**config.mk**
```make
export PLATFORM = sky130hd
export DESIGN_NAME = dead_reckoning_pose_integrator_unit
export DESIGN_NICKNAME = d
export VERILOG_FILES = /design/src/sv/drpi_pkg.sv /design/src/sv/drpi_cordic.sv /design/src/sv/drpi_muldiv.sv /design/src/sv/dead_reckoning_pose_integrator_unit.sv
export SDC_FILE = /design/constraint.sdc
export NUM_CORES = 2
export LEC_CHECK = 0
export BUFFER_PORTS_ARGS = -buffer_cell sky130_fd_sc_hd__buf_2
export CAP_MARGIN = 20
export CORE_AREA = 2 2 477 479
export DETAILED_ROUTE_END_ITERATION = 10
export DIE_AREA = 0 0 479 481
export SLEW_MARGIN = 25
export SYNTH_ARGS = -nofsm -noshare
export SYNTH_HDL_FRONTEND = slang
export SYNTH_SLANG_ARGS = --single-unit
```
**constraint.sdc**
```tcl
create_clock -name clk -period 16.9 [get_ports clk]
set_input_delay 2.535 -clock clk [delete_from_list [all_inputs] [get_ports clk]]
set_output_delay 2.535 -clock clk [all_outputs]
set_load 0.02 [all_outputs]
```
**src/sv/drpi_pkg.sv**
```systemverilog
`timescale 1ns / 1ps
package drpi_pkg;

    typedef struct packed {
        logic        operation;
        logic [31:0] travel_value;
        logic [15:0] gyro_yaw;
        logic        gyro_hold;
        logic [15:0] steering_angle;
        logic [31:0] set_x;
        logic [31:0] set_y;
        logic [15:0] set_heading;
    } in_item_t;

    typedef struct packed {
        logic [31:0] pos_x;
        logic [31:0] pos_y;
        logic [15:0] heading;
        logic [31:0] vel_x;
        logic [31:0] vel_y;
        logic [31:0] yaw_rate;
    } out_item_t;

    localparam logic [2:0] REG_TRAVEL_SCALE  = 3'd0;
    localparam logic [2:0] REG_STEP_SCALE    = 3'd1;
    localparam logic [2:0] REG_TICK_RATE     = 3'd2;
    localparam logic [2:0] REG_INV_WHEELBASE = 3'd3;
    localparam logic [2:0] REG_STEER_OFFSET  = 3'd4;
    localparam logic [2:0] REG_SPEED_MODE    = 3'd5;
    localparam logic [2:0] REG_HEAD_SOURCE   = 3'd6;

    localparam logic        OP_TICK     = 1'b0;
    localparam logic        OP_SET_POSE = 1'b1;

    localparam logic signed [33:0] CORDIC_GAIN = 34'sd652032874;
    localparam logic [31:0]        INV_TWO_PI  = 32'd683565276;

    // arctangent table, Q32 of a turn scaled by 2^32/(2pi)... as binary angle * 2^16
    function automatic logic signed [33:0] atan_lut(input logic [3:0] i);
        logic signed [33:0] r;
        begin
            r = '0;
            case (i)
                4'd0:  r = 34'sd536870912;
                4'd1:  r = 34'sd316933406;
                4'd2:  r = 34'sd167458907;
                4'd3:  r = 34'sd85004756;
                4'd4:  r = 34'sd42667331;
                4'd5:  r = 34'sd21354465;
                4'd6:  r = 34'sd10679838;
                4'd7:  r = 34'sd5340245;
                4'd8:  r = 34'sd2670163;
                4'd9:  r = 34'sd1335087;
                4'd10: r = 34'sd667544;
                4'd11: r = 34'sd333772;
                4'd12: r = 34'sd166886;
                4'd13: r = 34'sd83443;
                4'd14: r = 34'sd41722;
                default: r = 34'sd20861;
            endcase
            return r;
        end
    endfunction

endpackage

```
**src/sv/drpi_cordic.sv**
```systemverilog
`timescale 1ns / 1ps
// Rotation-mode CORDIC, one micro-rotation per cycle; result in Q1.30.
module drpi_cordic (
    input  logic                clk,
    input  logic                rst_n,
    input  logic                start,
    input  logic [15:0]         angle,
    output logic                done,
    output logic signed [33:0]  cos_out,
    output logic signed [33:0]  sin_out
);

    logic signed [33:0] x_reg, x_next, y_reg, y_next, z_reg, z_next;
    logic [3:0]         step_reg;
    logic               busy_reg, flip_reg, done_reg;
    logic signed [33:0] z0, zf;
    logic               need_flip;

    // fold angles beyond a quarter turn
    always_comb
    begin
        z0 = {{2{angle[15]}}, angle, 16'h0};
        need_flip = (z0 > 34'sd1073741824) || (z0 < -34'sd1073741824);
        zf = {{2{~angle[15]}}, ~angle[15], angle[14:0], 16'h0};
        x_next = x_reg;
        y_next = y_reg;
        z_next = z_reg;
        if (!z_reg[33])
        begin
            x_next = x_reg - (y_reg >>> step_reg);
            y_next = y_reg + (x_reg >>> step_reg);
            z_next = z_reg - drpi_pkg::atan_lut(step_reg);
        end
        else
        begin
            x_next = x_reg + (y_reg >>> step_reg);
            y_next = y_reg - (x_reg >>> step_reg);
            z_next = z_reg + drpi_pkg::atan_lut(step_reg);
        end
    end

    always_ff @(posedge clk or negedge rst_n)
    begin
        if (!rst_n)
        begin
            busy_reg <= 1'b0;
            done_reg <= 1'b0;
            step_reg <= '0;
        end
        else
        begin
            done_reg <= 1'b0;
            if (start)
            begin
                busy_reg <= 1'b1;
                step_reg <= '0;
            end
            else if (busy_reg)
            begin
                step_reg <= step_reg + 4'd1;
                if (step_reg == 4'd15)
                begin
                    busy_reg <= 1'b0;
                    done_reg <= 1'b1;
                end
            end
        end
    end

    always_ff @(posedge clk)
    begin
        if (start)
        begin
            x_reg    <= drpi_pkg::CORDIC_GAIN;
            y_reg    <= '0;
            flip_reg <= need_flip;
            z_reg    <= need_flip ? {{2{zf[31]}}, zf[31:0]} : z0;
        end
        else if (busy_reg)
        begin
            x_reg <= x_next;
            y_reg <= y_next;
            z_reg <= z_next;
        end
    end

    assign done    = done_reg;
    assign cos_out = flip_reg ? -x_reg : x_reg;
    assign sin_out = flip_reg ? -y_reg : y_reg;

endmodule

```
**src/sv/drpi_muldiv.sv**
```systemverilog
`timescale 1ns / 1ps
// Shared shift-add multiplier (2 bits per cycle) and restoring divider (1 bit per cycle).
// Multiply: prod = a * b, a signed 48 bits, b unsigned 32 bits.
// Divide: quot = trunc(num / den), signed, num up to 48 bits, den 34 bits.
module drpi_muldiv (
    input  logic                clk,
    input  logic                rst_n,
    input  logic                start_mul,
    input  logic                start_div,
    input  logic signed [47:0]  a,
    input  logic [31:0]         b,
    input  logic signed [47:0]  num,
    input  logic signed [33:0]  den,
    output logic                done,
    output logic signed [79:0]  prod,
    output logic signed [47:0]  quot
);

    logic signed [79:0] acc_reg;
    logic signed [79:0] mcand_reg;
    logic [31:0]        mplr_reg;
    logic [47:0]        dq_reg;
    logic [33:0]        rem_reg;
    logic [33:0]        dabs_reg;
    logic               neg_reg, is_div_reg, busy_reg, done_reg;
    logic [5:0]         cnt_reg;
    logic signed [79:0] pp;
    logic [34:0]        trial;
    logic [47:0]        nabs;

    always_comb
    begin
        pp = '0;
        case (mplr_reg[1:0])
            2'd1: pp = mcand_reg;
            2'd2: pp = mcand_reg <<< 1;
            2'd3: pp = mcand_reg + (mcand_reg <<< 1);
            default: pp = '0;
        endcase
        trial = {rem_reg, dq_reg[47]} - {1'b0, dabs_reg};
        nabs  = num[47] ? 48'(-num) : 48'(num);
    end

    always_ff @(posedge clk or negedge rst_n)
    begin
        if (!rst_n)
        begin
            busy_reg <= 1'b0;
            done_reg <= 1'b0;
            cnt_reg  <= '0;
        end
        else
        begin
            done_reg <= 1'b0;
            if (start_mul || start_div)
            begin
                busy_reg <= 1'b1;
                cnt_reg  <= start_div ? 6'd47 : 6'd15;
            end
            else if (busy_reg)
            begin
                cnt_reg <= cnt_reg - 6'd1;
                if (cnt_reg == 6'd0)
                begin
                    busy_reg <= 1'b0;
                    done_reg <= 1'b1;
                end
            end
        end
    end

    always_ff @(posedge clk)
    begin
        if (start_mul)
        begin
            is_div_reg <= 1'b0;
            acc_reg    <= '0;
            mcand_reg  <= 80'(a);
            mplr_reg   <= b;
        end
        else if (start_div)
        begin
            is_div_reg <= 1'b1;
            neg_reg    <= num[47] ^ den[33];
            dq_reg     <= nabs;
            rem_reg    <= '0;
            dabs_reg   <= den[33] ? 34'(-den) : 34'(den);
        end
        else if (busy_reg)
        begin
            if (!is_div_reg)
            begin
                acc_reg   <= acc_reg + pp;
                mcand_reg <= mcand_reg <<< 2;
                mplr_reg  <= mplr_reg >> 2;
            end
            else if (!trial[34])
            begin
                rem_reg <= trial[33:0];
                dq_reg  <= {dq_reg[46:0], 1'b1};
            end
            else
            begin
                rem_reg <= {rem_reg[32:0], dq_reg[47]};
                dq_reg  <= {dq_reg[46:0], 1'b0};
            end
        end
    end

    assign done = done_reg;
    assign prod = acc_reg;
    assign quot = neg_reg ? 48'(-dq_reg) : 48'(dq_reg);

endmodule

```
**src/sv/dead_reckoning_pose_integrator_unit.sv**
```systemverilog
`timescale 1ns / 1ps
// Dead-reckoning pose integrator. A tick beat advances x, y and heading from travel and
// either gyro yaw difference or a bicycle steering model; a set_pose beat loads the pose.
// One item at a time; a bicycle tick skips the divider when the steering cosine is exactly
// zero. The time is set by the shared 2-bit-per-cycle multiplier, the 16-step CORDIC
// and the 48-step divider.
// A finished result waits in an output register; the next item is taken once that result
// leaves, in the same cycle at the earliest.
module dead_reckoning_pose_integrator_unit (
    input  logic                 clk,
    input  logic                 rst_n,
    input  logic                 in_valid,
    output logic                 in_ready,
    input  drpi_pkg::in_item_t   in_data,
    output logic                 out_valid,
    input  logic                 out_ready,
    output drpi_pkg::out_item_t  out_data,
    input  logic                 cfg_we,
    input  logic [2:0]           cfg_index,
    input  logic [31:0]          cfg_data
);

    typedef enum logic [11:0] {
        S_IDLE  = 12'b000000000001,
        S_DMUL  = 12'b000000000010,
        S_TRIG  = 12'b000000000100,
        S_VX    = 12'b000000001000,
        S_VY    = 12'b000000010000,
        S_PX    = 12'b000000100000,
        S_PY    = 12'b000001000000,
        S_STRIG = 12'b000010000000,
        S_TDIV  = 12'b000100000000,
        S_PMUL  = 12'b001000000000,
        S_RMUL  = 12'b010000000000,
        S_CMUL  = 12'b100000000000
    } state_t;

    state_t state_reg;
    logic   go_reg;

    logic [31:0] travel_scale_reg, inv_wheelbase_reg;
    logic [15:0] step_scale_reg, steer_offset_reg;
    logic [9:0]  tick_rate_reg;
    logic        speed_mode_reg, head_source_reg;

    logic signed [31:0] x_reg, y_reg;
    logic [15:0]        head_reg, prev_gyro_reg, change_reg;
    drpi_pkg::in_item_t item_reg;
    drpi_pkg::out_item_t res_reg;
    logic               res_valid_reg;
    logic               res_load;

    logic signed [31:0] d_reg, vx_reg, vy_reg, tan_reg, p_reg;
    logic signed [47:0] r_reg;
    logic signed [33:0] c_reg, s_reg;

    logic               cor_start, cor_done;
    logic [15:0]        cor_angle;
    logic signed [33:0] cor_c, cor_s;
    logic               mul_start, div_start, md_done;
    logic signed [47:0] mul_a, div_num;
    logic [31:0]        mul_b;
    logic signed [79:0] prod;
    logic signed [47:0] quot;
    logic signed [47:0] travel_t;

    function automatic logic signed [31:0] sat(input logic signed [79:0] v);
        logic signed [31:0] r;
        begin
            r = v[31:0];
            if (v > 80'sd2147483647)
                r = 32'sh7fffffff;
            else if (v < -80'sd2147483648)
                r = 32'sh80000000;
            return r;
        end
    endfunction

    drpi_cordic u_cordic (
        .clk(clk), .rst_n(rst_n), .start(cor_start), .angle(cor_angle),
        .done(cor_done), .cos_out(cor_c), .sin_out(cor_s)
    );

    drpi_muldiv u_muldiv (
        .clk(clk), .rst_n(rst_n), .start_mul(mul_start), .start_div(div_start),
        .a(mul_a), .b(mul_b), .num(div_num), .den(c_reg),
        .done(md_done), .prod(prod), .quot(quot)
    );

    // travel in Q16.16; encoder count halves toward zero
    always_comb
    begin
        if (speed_mode_reg)
            travel_t = 48'(signed'(item_reg.travel_value));
        else
            travel_t = 48'(signed'(item_reg.travel_value) / 2) <<< 16;
    end

    assign in_ready = (state_reg == S_IDLE) && !go_reg && (!res_valid_reg || out_ready);
    assign out_valid = res_valid_reg;
    assign out_data  = res_reg;

    // a result is written into the output register at this edge
    assign res_load = ((state_reg == S_IDLE) && in_valid && in_ready
                       && (in_data.operation == drpi_pkg::OP_SET_POSE))
                   || ((state_reg == S_CMUL) && (!head_source_reg || md_done));

    // unit launch control; a start pulses on the cycle a state is entered with go_reg set
    always_comb
    begin
        cor_start = 1'b0;
        cor_angle = head_reg;
        mul_start = 1'b0;
        div_start = 1'b0;
        mul_a     = '0;
        mul_b     = '0;
        div_num   = 48'(s_reg) <<< 16;
        unique case (state_reg)
            S_DMUL:
            begin
                mul_start = go_reg;
                mul_a = travel_t;
                mul_b = travel_scale_reg;
            end
            S_TRIG:  cor_start = go_reg;
            S_VX:
            begin
                mul_start = go_reg;
                mul_a = 48'(d_reg);
                mul_b = c_reg[31:0];
            end
            S_VY:
            begin
                mul_start = go_reg;
                mul_a = 48'(d_reg);
                mul_b = s_reg[31:0];
            end
            S_PX:
            begin
                mul_start = go_reg;
                mul_a = 48'(vx_reg);
                mul_b = {16'h0, step_scale_reg};
            end
            S_PY:
            begin
                mul_start = go_reg;
                mul_a = 48'(vy_reg);
                mul_b = {16'h0, step_scale_reg};
            end
            S_STRIG:
            begin
                cor_start = go_reg;
                cor_angle = item_reg.steering_angle + steer_offset_reg;
            end
            S_TDIV:  div_start = go_reg && (c_reg != '0);
            S_PMUL:
            begin
                mul_start = go_reg;
                mul_a = 48'(d_reg);
                mul_b = inv_wheelbase_reg;
            end
            S_RMUL:
            begin
                mul_start = go_reg;
                mul_a = 48'(p_reg);
                mul_b = tan_reg;
            end
            S_CMUL:
            begin
                mul_start = go_reg;
                mul_a = r_reg;
                mul_b = drpi_pkg::INV_TWO_PI;
            end
            default: ;
        endcase
    end

    // configuration writes
    always_ff @(posedge clk or negedge rst_n)
    begin
        if (!rst_n)
        begin
            travel_scale_reg  <= 32'd16777216;
            step_scale_reg    <= 16'd3277;
            tick_rate_reg     <= 10'd20;
            inv_wheelbase_reg <= 32'd65536;
            steer_offset_reg  <= '0;
            speed_mode_reg    <= 1'b0;
            head_source_reg   <= 1'b0;
        end
        else if (cfg_we)
        begin
            unique case (cfg_index)
                drpi_pkg::REG_TRAVEL_SCALE:  travel_scale_reg  <= cfg_data;
                drpi_pkg::REG_STEP_SCALE:    step_scale_reg    <= cfg_data[15:0];
                drpi_pkg::REG_TICK_RATE:     tick_rate_reg     <= cfg_data[9:0];
                drpi_pkg::REG_INV_WHEELBASE: inv_wheelbase_reg <= {8'h0, cfg_data[23:0]};
                drpi_pkg::REG_STEER_OFFSET:  steer_offset_reg  <= cfg_data[15:0];
                drpi_pkg::REG_SPEED_MODE:    speed_mode_reg    <= cfg_data[0];
                drpi_pkg::REG_HEAD_SOURCE:   head_source_reg   <= cfg_data[0];
                default: ;
            endcase
        end
    end

    // sequencer
    always_ff @(posedge clk or negedge rst_n)
    begin
        if (!rst_n)
        begin
            state_reg     <= S_IDLE;
            go_reg        <= 1'b0;
            res_valid_reg <= 1'b0;
            x_reg         <= '0;
            y_reg         <= '0;
            head_reg      <= '0;
            prev_gyro_reg <= '0;
        end
        else
        begin
            go_reg <= 1'b0;
            if (res_load)
                res_valid_reg <= 1'b1;
            else if (res_valid_reg && out_ready)
                res_valid_reg <= 1'b0;
            unique case (state_reg)
                S_IDLE:
                begin
                    if (in_valid && in_ready)
                    begin
                        item_reg <= in_data;
                        if (in_data.operation == drpi_pkg::OP_SET_POSE)
                        begin
                            x_reg    <= in_data.set_x;
                            y_reg    <= in_data.set_y;
                            head_reg <= in_data.set_heading;
                            res_reg  <= '{pos_x: in_data.set_x, pos_y: in_data.set_y,
                                          heading: in_data.set_heading,
                                          vel_x: '0, vel_y: '0, yaw_rate: '0};
                        end
                        else
                        begin
                            state_reg <= S_DMUL;
                            go_reg    <= 1'b1;
                        end
                    end
                end
                S_DMUL: if (md_done)
                begin
                    d_reg     <= sat(prod >>> 24);
                    state_reg <= S_TRIG;
                    go_reg    <= 1'b1;
                end
                S_TRIG: if (cor_done)
                begin
                    c_reg     <= cor_c;
                    s_reg     <= cor_s;
                    state_reg <= S_VX;
                    go_reg    <= 1'b1;
                end
                S_VX: if (md_done)
                begin
                    // cos is signed; correct unsigned multiplier view
                    vx_reg    <= sat((prod - (c_reg[33] ? (80'(d_reg) <<< 32) : 80'sd0))
                                     >>> 30);
                    state_reg <= S_VY;
                    go_reg    <= 1'b1;
                end
                S_VY: if (md_done)
                begin
                    vy_reg    <= sat((prod - (s_reg[33] ? (80'(d_reg) <<< 32) : 80'sd0))
                                     >>> 30);
                    state_reg <= S_PX;
                    go_reg    <= 1'b1;
                end
                S_PX: if (md_done)
                begin
                    x_reg     <= sat(80'(x_reg) + (prod >>> 16));
                    state_reg <= S_PY;
                    go_reg    <= 1'b1;
                end
                S_PY: if (md_done)
                begin
                    y_reg <= sat(80'(y_reg) + (prod >>> 16));
                    if (head_source_reg)
                    begin
                        state_reg <= S_STRIG;
                        go_reg    <= 1'b1;
                    end
                    else
                    begin
                        change_reg <= item_reg.gyro_hold ? 16'h0
                                    : item_reg.gyro_yaw - prev_gyro_reg;
                        state_reg  <= S_CMUL;
                    end
                end
                S_STRIG: if (cor_done)
                begin
                    c_reg     <= cor_c;
                    s_reg     <= cor_s;
                    state_reg <= S_TDIV;
                    go_reg    <= 1'b1;
                end
                S_TDIV:
                begin
                    if (c_reg == '0)
                    begin
                        tan_reg   <= s_reg[33] ? 32'sh80000000 : 32'sh7fffffff;
                        state_reg <= S_PMUL;
                        go_reg    <= 1'b1;
                    end
                    else if (md_done)
                    begin
                        tan_reg   <= sat(80'(quot));
                        state_reg <= S_PMUL;
                        go_reg    <= 1'b1;
                    end
                end
                S_PMUL: if (md_done)
                begin
                    p_reg     <= sat(prod >>> 16);
                    state_reg <= S_RMUL;
                    go_reg    <= 1'b1;
                end
                S_RMUL: if (md_done)
                begin
                    r_reg     <= 48'((prod - (tan_reg[31] ? (80'(p_reg) <<< 32) : 80'sd0))
                                     >>> 16);
                    state_reg <= S_CMUL;
                    go_reg    <= 1'b1;
                end
                S_CMUL:
                begin
                    // gyro path arrives without go; finish at once
                    if (!head_source_reg || md_done)
                    begin
                        logic [15:0] chg;
                        chg = head_source_reg ? 16'(prod >>> 32) : change_reg;
                        head_reg      <= head_reg + chg;
                        prev_gyro_reg <= item_reg.gyro_yaw;
                        res_reg <= '{pos_x: x_reg, pos_y: y_reg, heading: head_reg + chg,
                                     vel_x: vx_reg, vel_y: vy_reg,
                                     yaw_rate: 32'(signed'(chg) * signed'({1'b0, tick_rate_reg}))};
                        state_reg     <= S_IDLE;
                    end
                end
                default: state_reg <= S_IDLE;
            endcase
        end
    end

    // checks
    a_one_hot: assert property (@(posedge clk) disable iff (!rst_n) $onehot(state_reg))
        else $error("state not one-hot");
    a_no_accept_busy: assert property (@(posedge clk) disable iff (!rst_n)
        (state_reg != S_IDLE) |-> !in_ready)
        else $error("accept while busy");
    a_result_held: assert property (@(posedge clk) disable iff (!rst_n)
        (out_valid && !out_ready) |=> (out_valid && $stable(out_data)))
        else $error("result dropped");

endmodule

```
Word level (Yosys, flattened, before mapping) --
Memories as Yosys holds them, arrays and structs flattened. Cells that the tools add are included.
Word-level totals: register bits after elaboration 1170, latch bits 0, memory bits (writable) 0, ROM bits 960, bits of input ports 186, output and inout port bits 178, logic and storage cells 317, memories 2
Operators by class: add/subtract/negate cells 25, multipliers 1, divide/modulo/power cells 0, $lt $le $gt $ge 16, eq/ne operators 38, shift operators 2, multiplexer cells 112, bitwise logic cells 7, reduce and logical (&&, ||, !) cells 62
Memories:
- (name not given) | words 16, width 30, rd ports 1, clocked after Yosys merged registers in 0, wr ports 0, line drpi_pkg.sv:43 | case (i)
- (name not given) | words 16, width 30, rd ports 1, clocked after Yosys merged registers in 0, wr ports 0, line drpi_pkg.sv:43
Operators by type and width (number):
- 32-bit 2-to-1 mux | 23
- 176-bit 2-to-1 mux | 3
- 80-bit 2-to-1 mux | 6
- 34-bit 2-to-1 mux | 13
- 176-bit case mux with 2 select lines | 1
- 48-bit 2-to-1 mux | 6
- 48-bit case mux with 6 select lines | 1
- 80-bit case mux with 3 select lines | 1
- 32-bit case mux with 7 select lines | 1
- 12-bit 2-to-1 mux | 15
- 80-bit adder | 2
- 80-bit subtractor | 2
- 12-bit case mux with 12 select lines | 1
- 32-bit by 64-bit adder with 65-bit output | 2
- 65-bit by 32-bit > comparator with 1-bit output (second input constant) | 2
- 65-bit by 32-bit < comparator with 1-bit output (second input constant) | 2
- 32-bit case mux with 2 select lines | 2
- 34-bit adder | 3
- 34-bit negator | 3
- 34-bit subtractor | 3
- 50-bit by 32-bit > comparator with 1-bit output (second input constant) | 2
- 50-bit by 32-bit < comparator with 1-bit output (second input constant) | 2
- 48-bit negator | 2
- 16-bit 2-to-1 mux | 5
- other kinds (65) | 160

Depth between registers and ports, before layout --
depth after elaboration 7, depth in mapped cells 33, mapped depth without buffers 32

Modules after synthesis --
From an unflattened synthesis, not the netlist that was laid out.
Unflattened totals: cells, all modules 11049, area, all modules 98046.5 µm²
By module, submodules not included:
- dead_reckoning_pose_integrator_unit | times used 1, cells each 5684, area each 53882.9 µm², seq. area each 21095.2 µm²
- drpi_muldiv | times used 1, cells each 3225, area each 27083.5 µm², seq. area each 8698.3 µm²
- drpi_cordic | times used 1, cells each 2140, area each 17080.1 µm², seq. area each 2562.5 µm²

Least setup slack after synthesis --
No wires, ideal clock.
kind in2reg, start point input port out_ready, end point register res_reg, in the netlist out_data[0] (enable), library setup time 0.758 ns, arrival 11.455 ns, required time 16.142 ns, setup slack 4.687 ns, stages 6, buffers on the path 1, path through nor2b_1 -> nor2_1 -> and3_1 -> nand2_1 -> clkbuf_1 -> a21oi_1
On the way: word-level cells in the longest chain between the ends 5
Ends and longest elaborated chain:
- from (decl) | line dead_reckoning_pose_integrator_unit.sv:16 | input logic out_ready,
- 1-bit logical OR | line dead_reckoning_pose_integrator_unit.sv:99 | assign in_ready = (state_reg == S_IDLE) && !go_reg && (!res_valid_reg || out_ready);
- 1-bit logical AND | line dead_reckoning_pose_integrator_unit.sv:99
- 1-bit logical AND | line dead_reckoning_pose_integrator_unit.sv:229 | if (in_valid && in_ready)
- 2-bit by 1-bit != test with 1-bit output (no source line)
- 5-bit AND reduction (no source line)
- to (signal assigned) | line dead_reckoning_pose_integrator_unit.sv:237 | res_reg <= '{pos_x: in_data.set_x, pos_y: in_data.set_y,
- to (signal assigned) | line dead_reckoning_pose_integrator_unit.sv:341 | res_reg <= '{pos_x: x_reg, pos_y: y_reg, heading: head_reg + chg,
- to (decl) | line dead_reckoning_pose_integrator_unit.sv:49 | drpi_pkg::out_item_t res_reg;
No other way between the ends. A chain may end at the register's enable or synchronous reset.

Worst setup path in the final report --
start point register u_muldiv.mcand_reg[1], end point register u_muldiv.acc_reg[79], in the netlist u_muldiv.prod[79]
On the way: word-level cells in the longest chain between the ends 3
Ends and longest elaborated chain:
- from (decl) | line drpi_muldiv.sv:20 | logic signed [79:0] mcand_reg;
- from (signal assigned) | line drpi_muldiv.sv:78 | mcand_reg <= 80'(a);
- from (signal assigned) | line drpi_muldiv.sv:94 | mcand_reg <= mcand_reg <<< 2;
- 80-bit adder | line drpi_muldiv.sv:37 | 2'd3: pp = mcand_reg + (mcand_reg <<< 1);
- 80-bit case mux with 3 select lines * | line drpi_muldiv.sv:34 | case (mplr_reg[1:0])
- 80-bit adder * | line drpi_muldiv.sv:93 | acc_reg <= acc_reg + pp;
- to (signal assigned) | line drpi_muldiv.sv:93
- to (decl) | line drpi_muldiv.sv:19 | logic signed [79:0] acc_reg;
Every way passes the cells marked *; elsewhere a longest branch is shown, timed or not.

==> impl_metrics.py <==
metrics = {
    "placed_design": {
        "place.gp.congestion": 0.957,
        "dp.cells": 13900,
        "io_buffers": 363,
        "pre_cts_ws_ns": 8.66,
        "dp_hpwl_um": 254000,
        "place_area_mm2": 0.101,
    },
    "layout": {
        "largest_register_ffs": 171,
        "area_growth_syn_to_layout_pct": 9.96,
        "drive_gt1_share_pct": 10.6,
        "nNetsFinal": 12000,
        "fin_util_pct": 47.0,
        "finish.instance_area_mm2": 0.106,
        "n_fill_cell": 21600,
        "layout.cells.non_filler": 14200,
    },
    "yosys": {
        "synth_compound_area_share_pct": 19.8,
        "synthAdderAreaFrac_pct": 11.9,
        "synthSimpleGateAreaFrac_pct": 18.4,
        "async_reset_ff_share_pct": 19.2,
        "synthFlopType": "edfxtp_1",
        "synth_xor_area_share_pct": 6.90,
        "synth_area_mm2": 0.0965,
        "synth_cell_type_count": 119,
        "synth_cells": 10900,
        "ys_seq_area_share_pct": 33.5,
        "synth_mux_area_share_pct": 5.19,
        "yosys.area.top_type": "edfxtp_1",
        "yosys_warnings": 0,
        "synth_nets": 12000,
        "synth.area.top_cells": "edfxtp_1 25%, ha_1 8.6%, nand2_1 6.0%",
        "synth_edf_count": 791,
        "synth_seq_cells": 1164,
        "synth_top_family_by_area": "compound AO/OA/AOI/OAI gates",
        "synth_area_per_cell_um2": 8.82,
        "synth_top_cell_area_share_pct": 24.6,
    },
    "die": {
        "start_util_pct": 42.8,
        "die-area_mm2": 0.230,
        "rows": 175,
        "coreArea_mm2": 0.226,
        "pin_count": 364,
        "die_x_um": 479,
        "die_h_um": 481,
    },
    "drt": {
        "wl_per_cell_um": 23.8,
        "drc_errors": 0,
        "num_vias": 85000,
        "drtIter0Drc": 7977,
        "vias_per_cell": 6.00,
        "wl_um": 337000,
        "detail-route-antenna-nets": 0,
        "firstDrtPassIters": 10,
    },
    "timing": {
        "rsz0062_at_grt": "false",
        "min_period_ns": 8.44,
        "fin_ws_ns": 8.46,
        "clock_skew_ns": 0.0473,
        "drv_slew": 0,
        "fmax_mhz": 118,
        "slew_headroom_pct": 28.5,
        "hold_viol": 0,
        "setup_tns_ns": 0,
        "tightest_slew_ns": 1.07,
        "setup_viol": 0,
        "period_share_pct": 49.9,
    },
    "global_route": {
        "track_usage_pct": 28.5,
        "antenna_found_initial": 29,
        "grt-ovfl-total": 0,
        "grt_max_degree": 152,
        "grt_pass1_vias": 81100,
        "grt_first_pass_wirelength_um": 506000,
    },
    "min_path": {
        "hp-class": "flop to flop",
    },
    "clocking": {
        "h-tree-depth": 4,
        "cts_hold_buf": 0,
        "cts_buffer_depth": 3,
        "clockRootBuffer": "clkbuf_16",
        "post_cts_buffers": 0,
        "cts_buffers": 143,
        "clk_pin_slew_ns": 0.06,
        "clkSinkCount": 1164,
        "clock_latency_ns": 0.85,
        "cts_tree": "yes",
        "cts_resized": 0,
    },
    "setup_path": {
        "start_kind": "flop",
        "cp_slowest_cell": "a2111oi_0",
        "path_class": "flop to flop",
        "cp_max_fo": 5,
        "cp.required_ns": 17.60,
        "end_kind": "flop",
        "slowest_delay_ns": 0.76,
        "cp_data_arrival_time_ns": 9.14,
    },
    "run_status": {
        "status": "finished, final reports clean",
    },
    "job": {
        "max-cap-violations": 0,
    },
    "pwr": {
        "p_per_area_mw_per_mm2": 214,
        "ir_worst_vdd_mv": 0.234,
        "leakagePower_nw": 44.0,
    },
}
## cells in the final DEF, fill, tap and decap left out, types with 287 or more instances in the layout
cell type,count
a21o_1,326
o21ai_0,746
xor2_1,287
nor2_1,713
buf_2,363
nand2_1,1548
inv_1,474
ha_1,666
edfxtp_1,791
xnor2_1,472
a21oi_1,822
## where the power goes
| part | internal, mW | total, mW | switching (mW) | leakage, nW |
|---|---|---|---|---|
| Sequential | 3.76 | 4.54 | 0.782 | 11.1 |
| Clock | 1.81 | 3.20 | 1.39 | 2.33 |
| Combinational | 6.06 | 14.9 | 8.87 | 30.5 |
## cell type report
type                       instances  area, um2  area share [%]
antenna                           12       30.0          0.0283
clock buffer                     184       3920            3.69
clock inverter                    83        938           0.884
inverter                         482       1810            1.71
multi-input combinational       8734      60400            56.9
sequential                      1164      32400            30.5
tap                             3009       3760            3.55
timing repair buffer             507       2960            2.79
## kinds of logic (layout without fill, tap and decap cells)
group	after synthesis	in the layout
flops	1164	1164
mux	399	399
xor+xnor	760	760
compound gates	2996	2996
buf+inv	1048	1256
fa+ha+maj	825	825
simple gates	3754	3754
other cells	0	12
## synth_stat cells, types with 118 or more instances
cell      instances
nand4_1         130
edfxtp_1        791
a21o_1          326
and2_1          241
mux2_2          152
nand3_1         185
inv_1           476
nand2_1        1550
nor2b_1         118
o21ai_0         750
ha_1            666
fa_1            159
nor3_1          189
dfxtp_1         149
nor2_1          719
a31oi_1         119
xor2_1          287
a21oi_1         827
clkbuf_1        454
mux2i_1         180
dfrtp_1         212
xnor2_1         473
## routing by layer
layer	global-route usage, %	wire [um]	vias to the layer above	part of all wire (%)
met4	9.96	12600	16	3.7
li1	-	-	39900	-
met3	5.17	26800	580	7.9
met5	0	114	-	0.034
met1	39.0	147000	41300	44
met2	45.0	151000	3258	45
## path summary, 6_finish.rpt
kind	slack, ns	depth (start not counted)	start	end
worst max register to register	8.46	30	u_muldiv.mcand_reg[1]	u_muldiv.prod[79]
max in group asynchronous	13.12	3	rst_n	y_reg[7]
min in group asynchronous	1.65	1	rst_n	tick_rate_reg[3]
worst min-delay path	0.46	2	u_muldiv.prod[5]	u_muldiv.prod[5]
worst max-delay path	8.46	30	u_muldiv.mcand_reg[1]	u_muldiv.prod[79]
worst min register to register	0.46	2	u_muldiv.prod[5]	u_muldiv.prod[5]
## metrics by stage
step	hold WS [ns]	power (mW)
5_1_grt	0.481	24.6
3_5_place_dp	0.455	19.2
4_1_cts	0.465	22.5
2_1_floorplan	0.436	15.6
3_3_place_gp	0.448	19.0
6_report	0.462	22.7
## critical path, delay by kind of cell (launching register included)
family                     cells  cell delay (ns)
DFF                            1             0.44
AOI/OAI and AO/OA             21             5.46
adders and majority gates      2             0.71
xor gates and xnor gates       1             0.14
and+or+nand+nor                6             1.52
(Power assumes the default switching activity.)
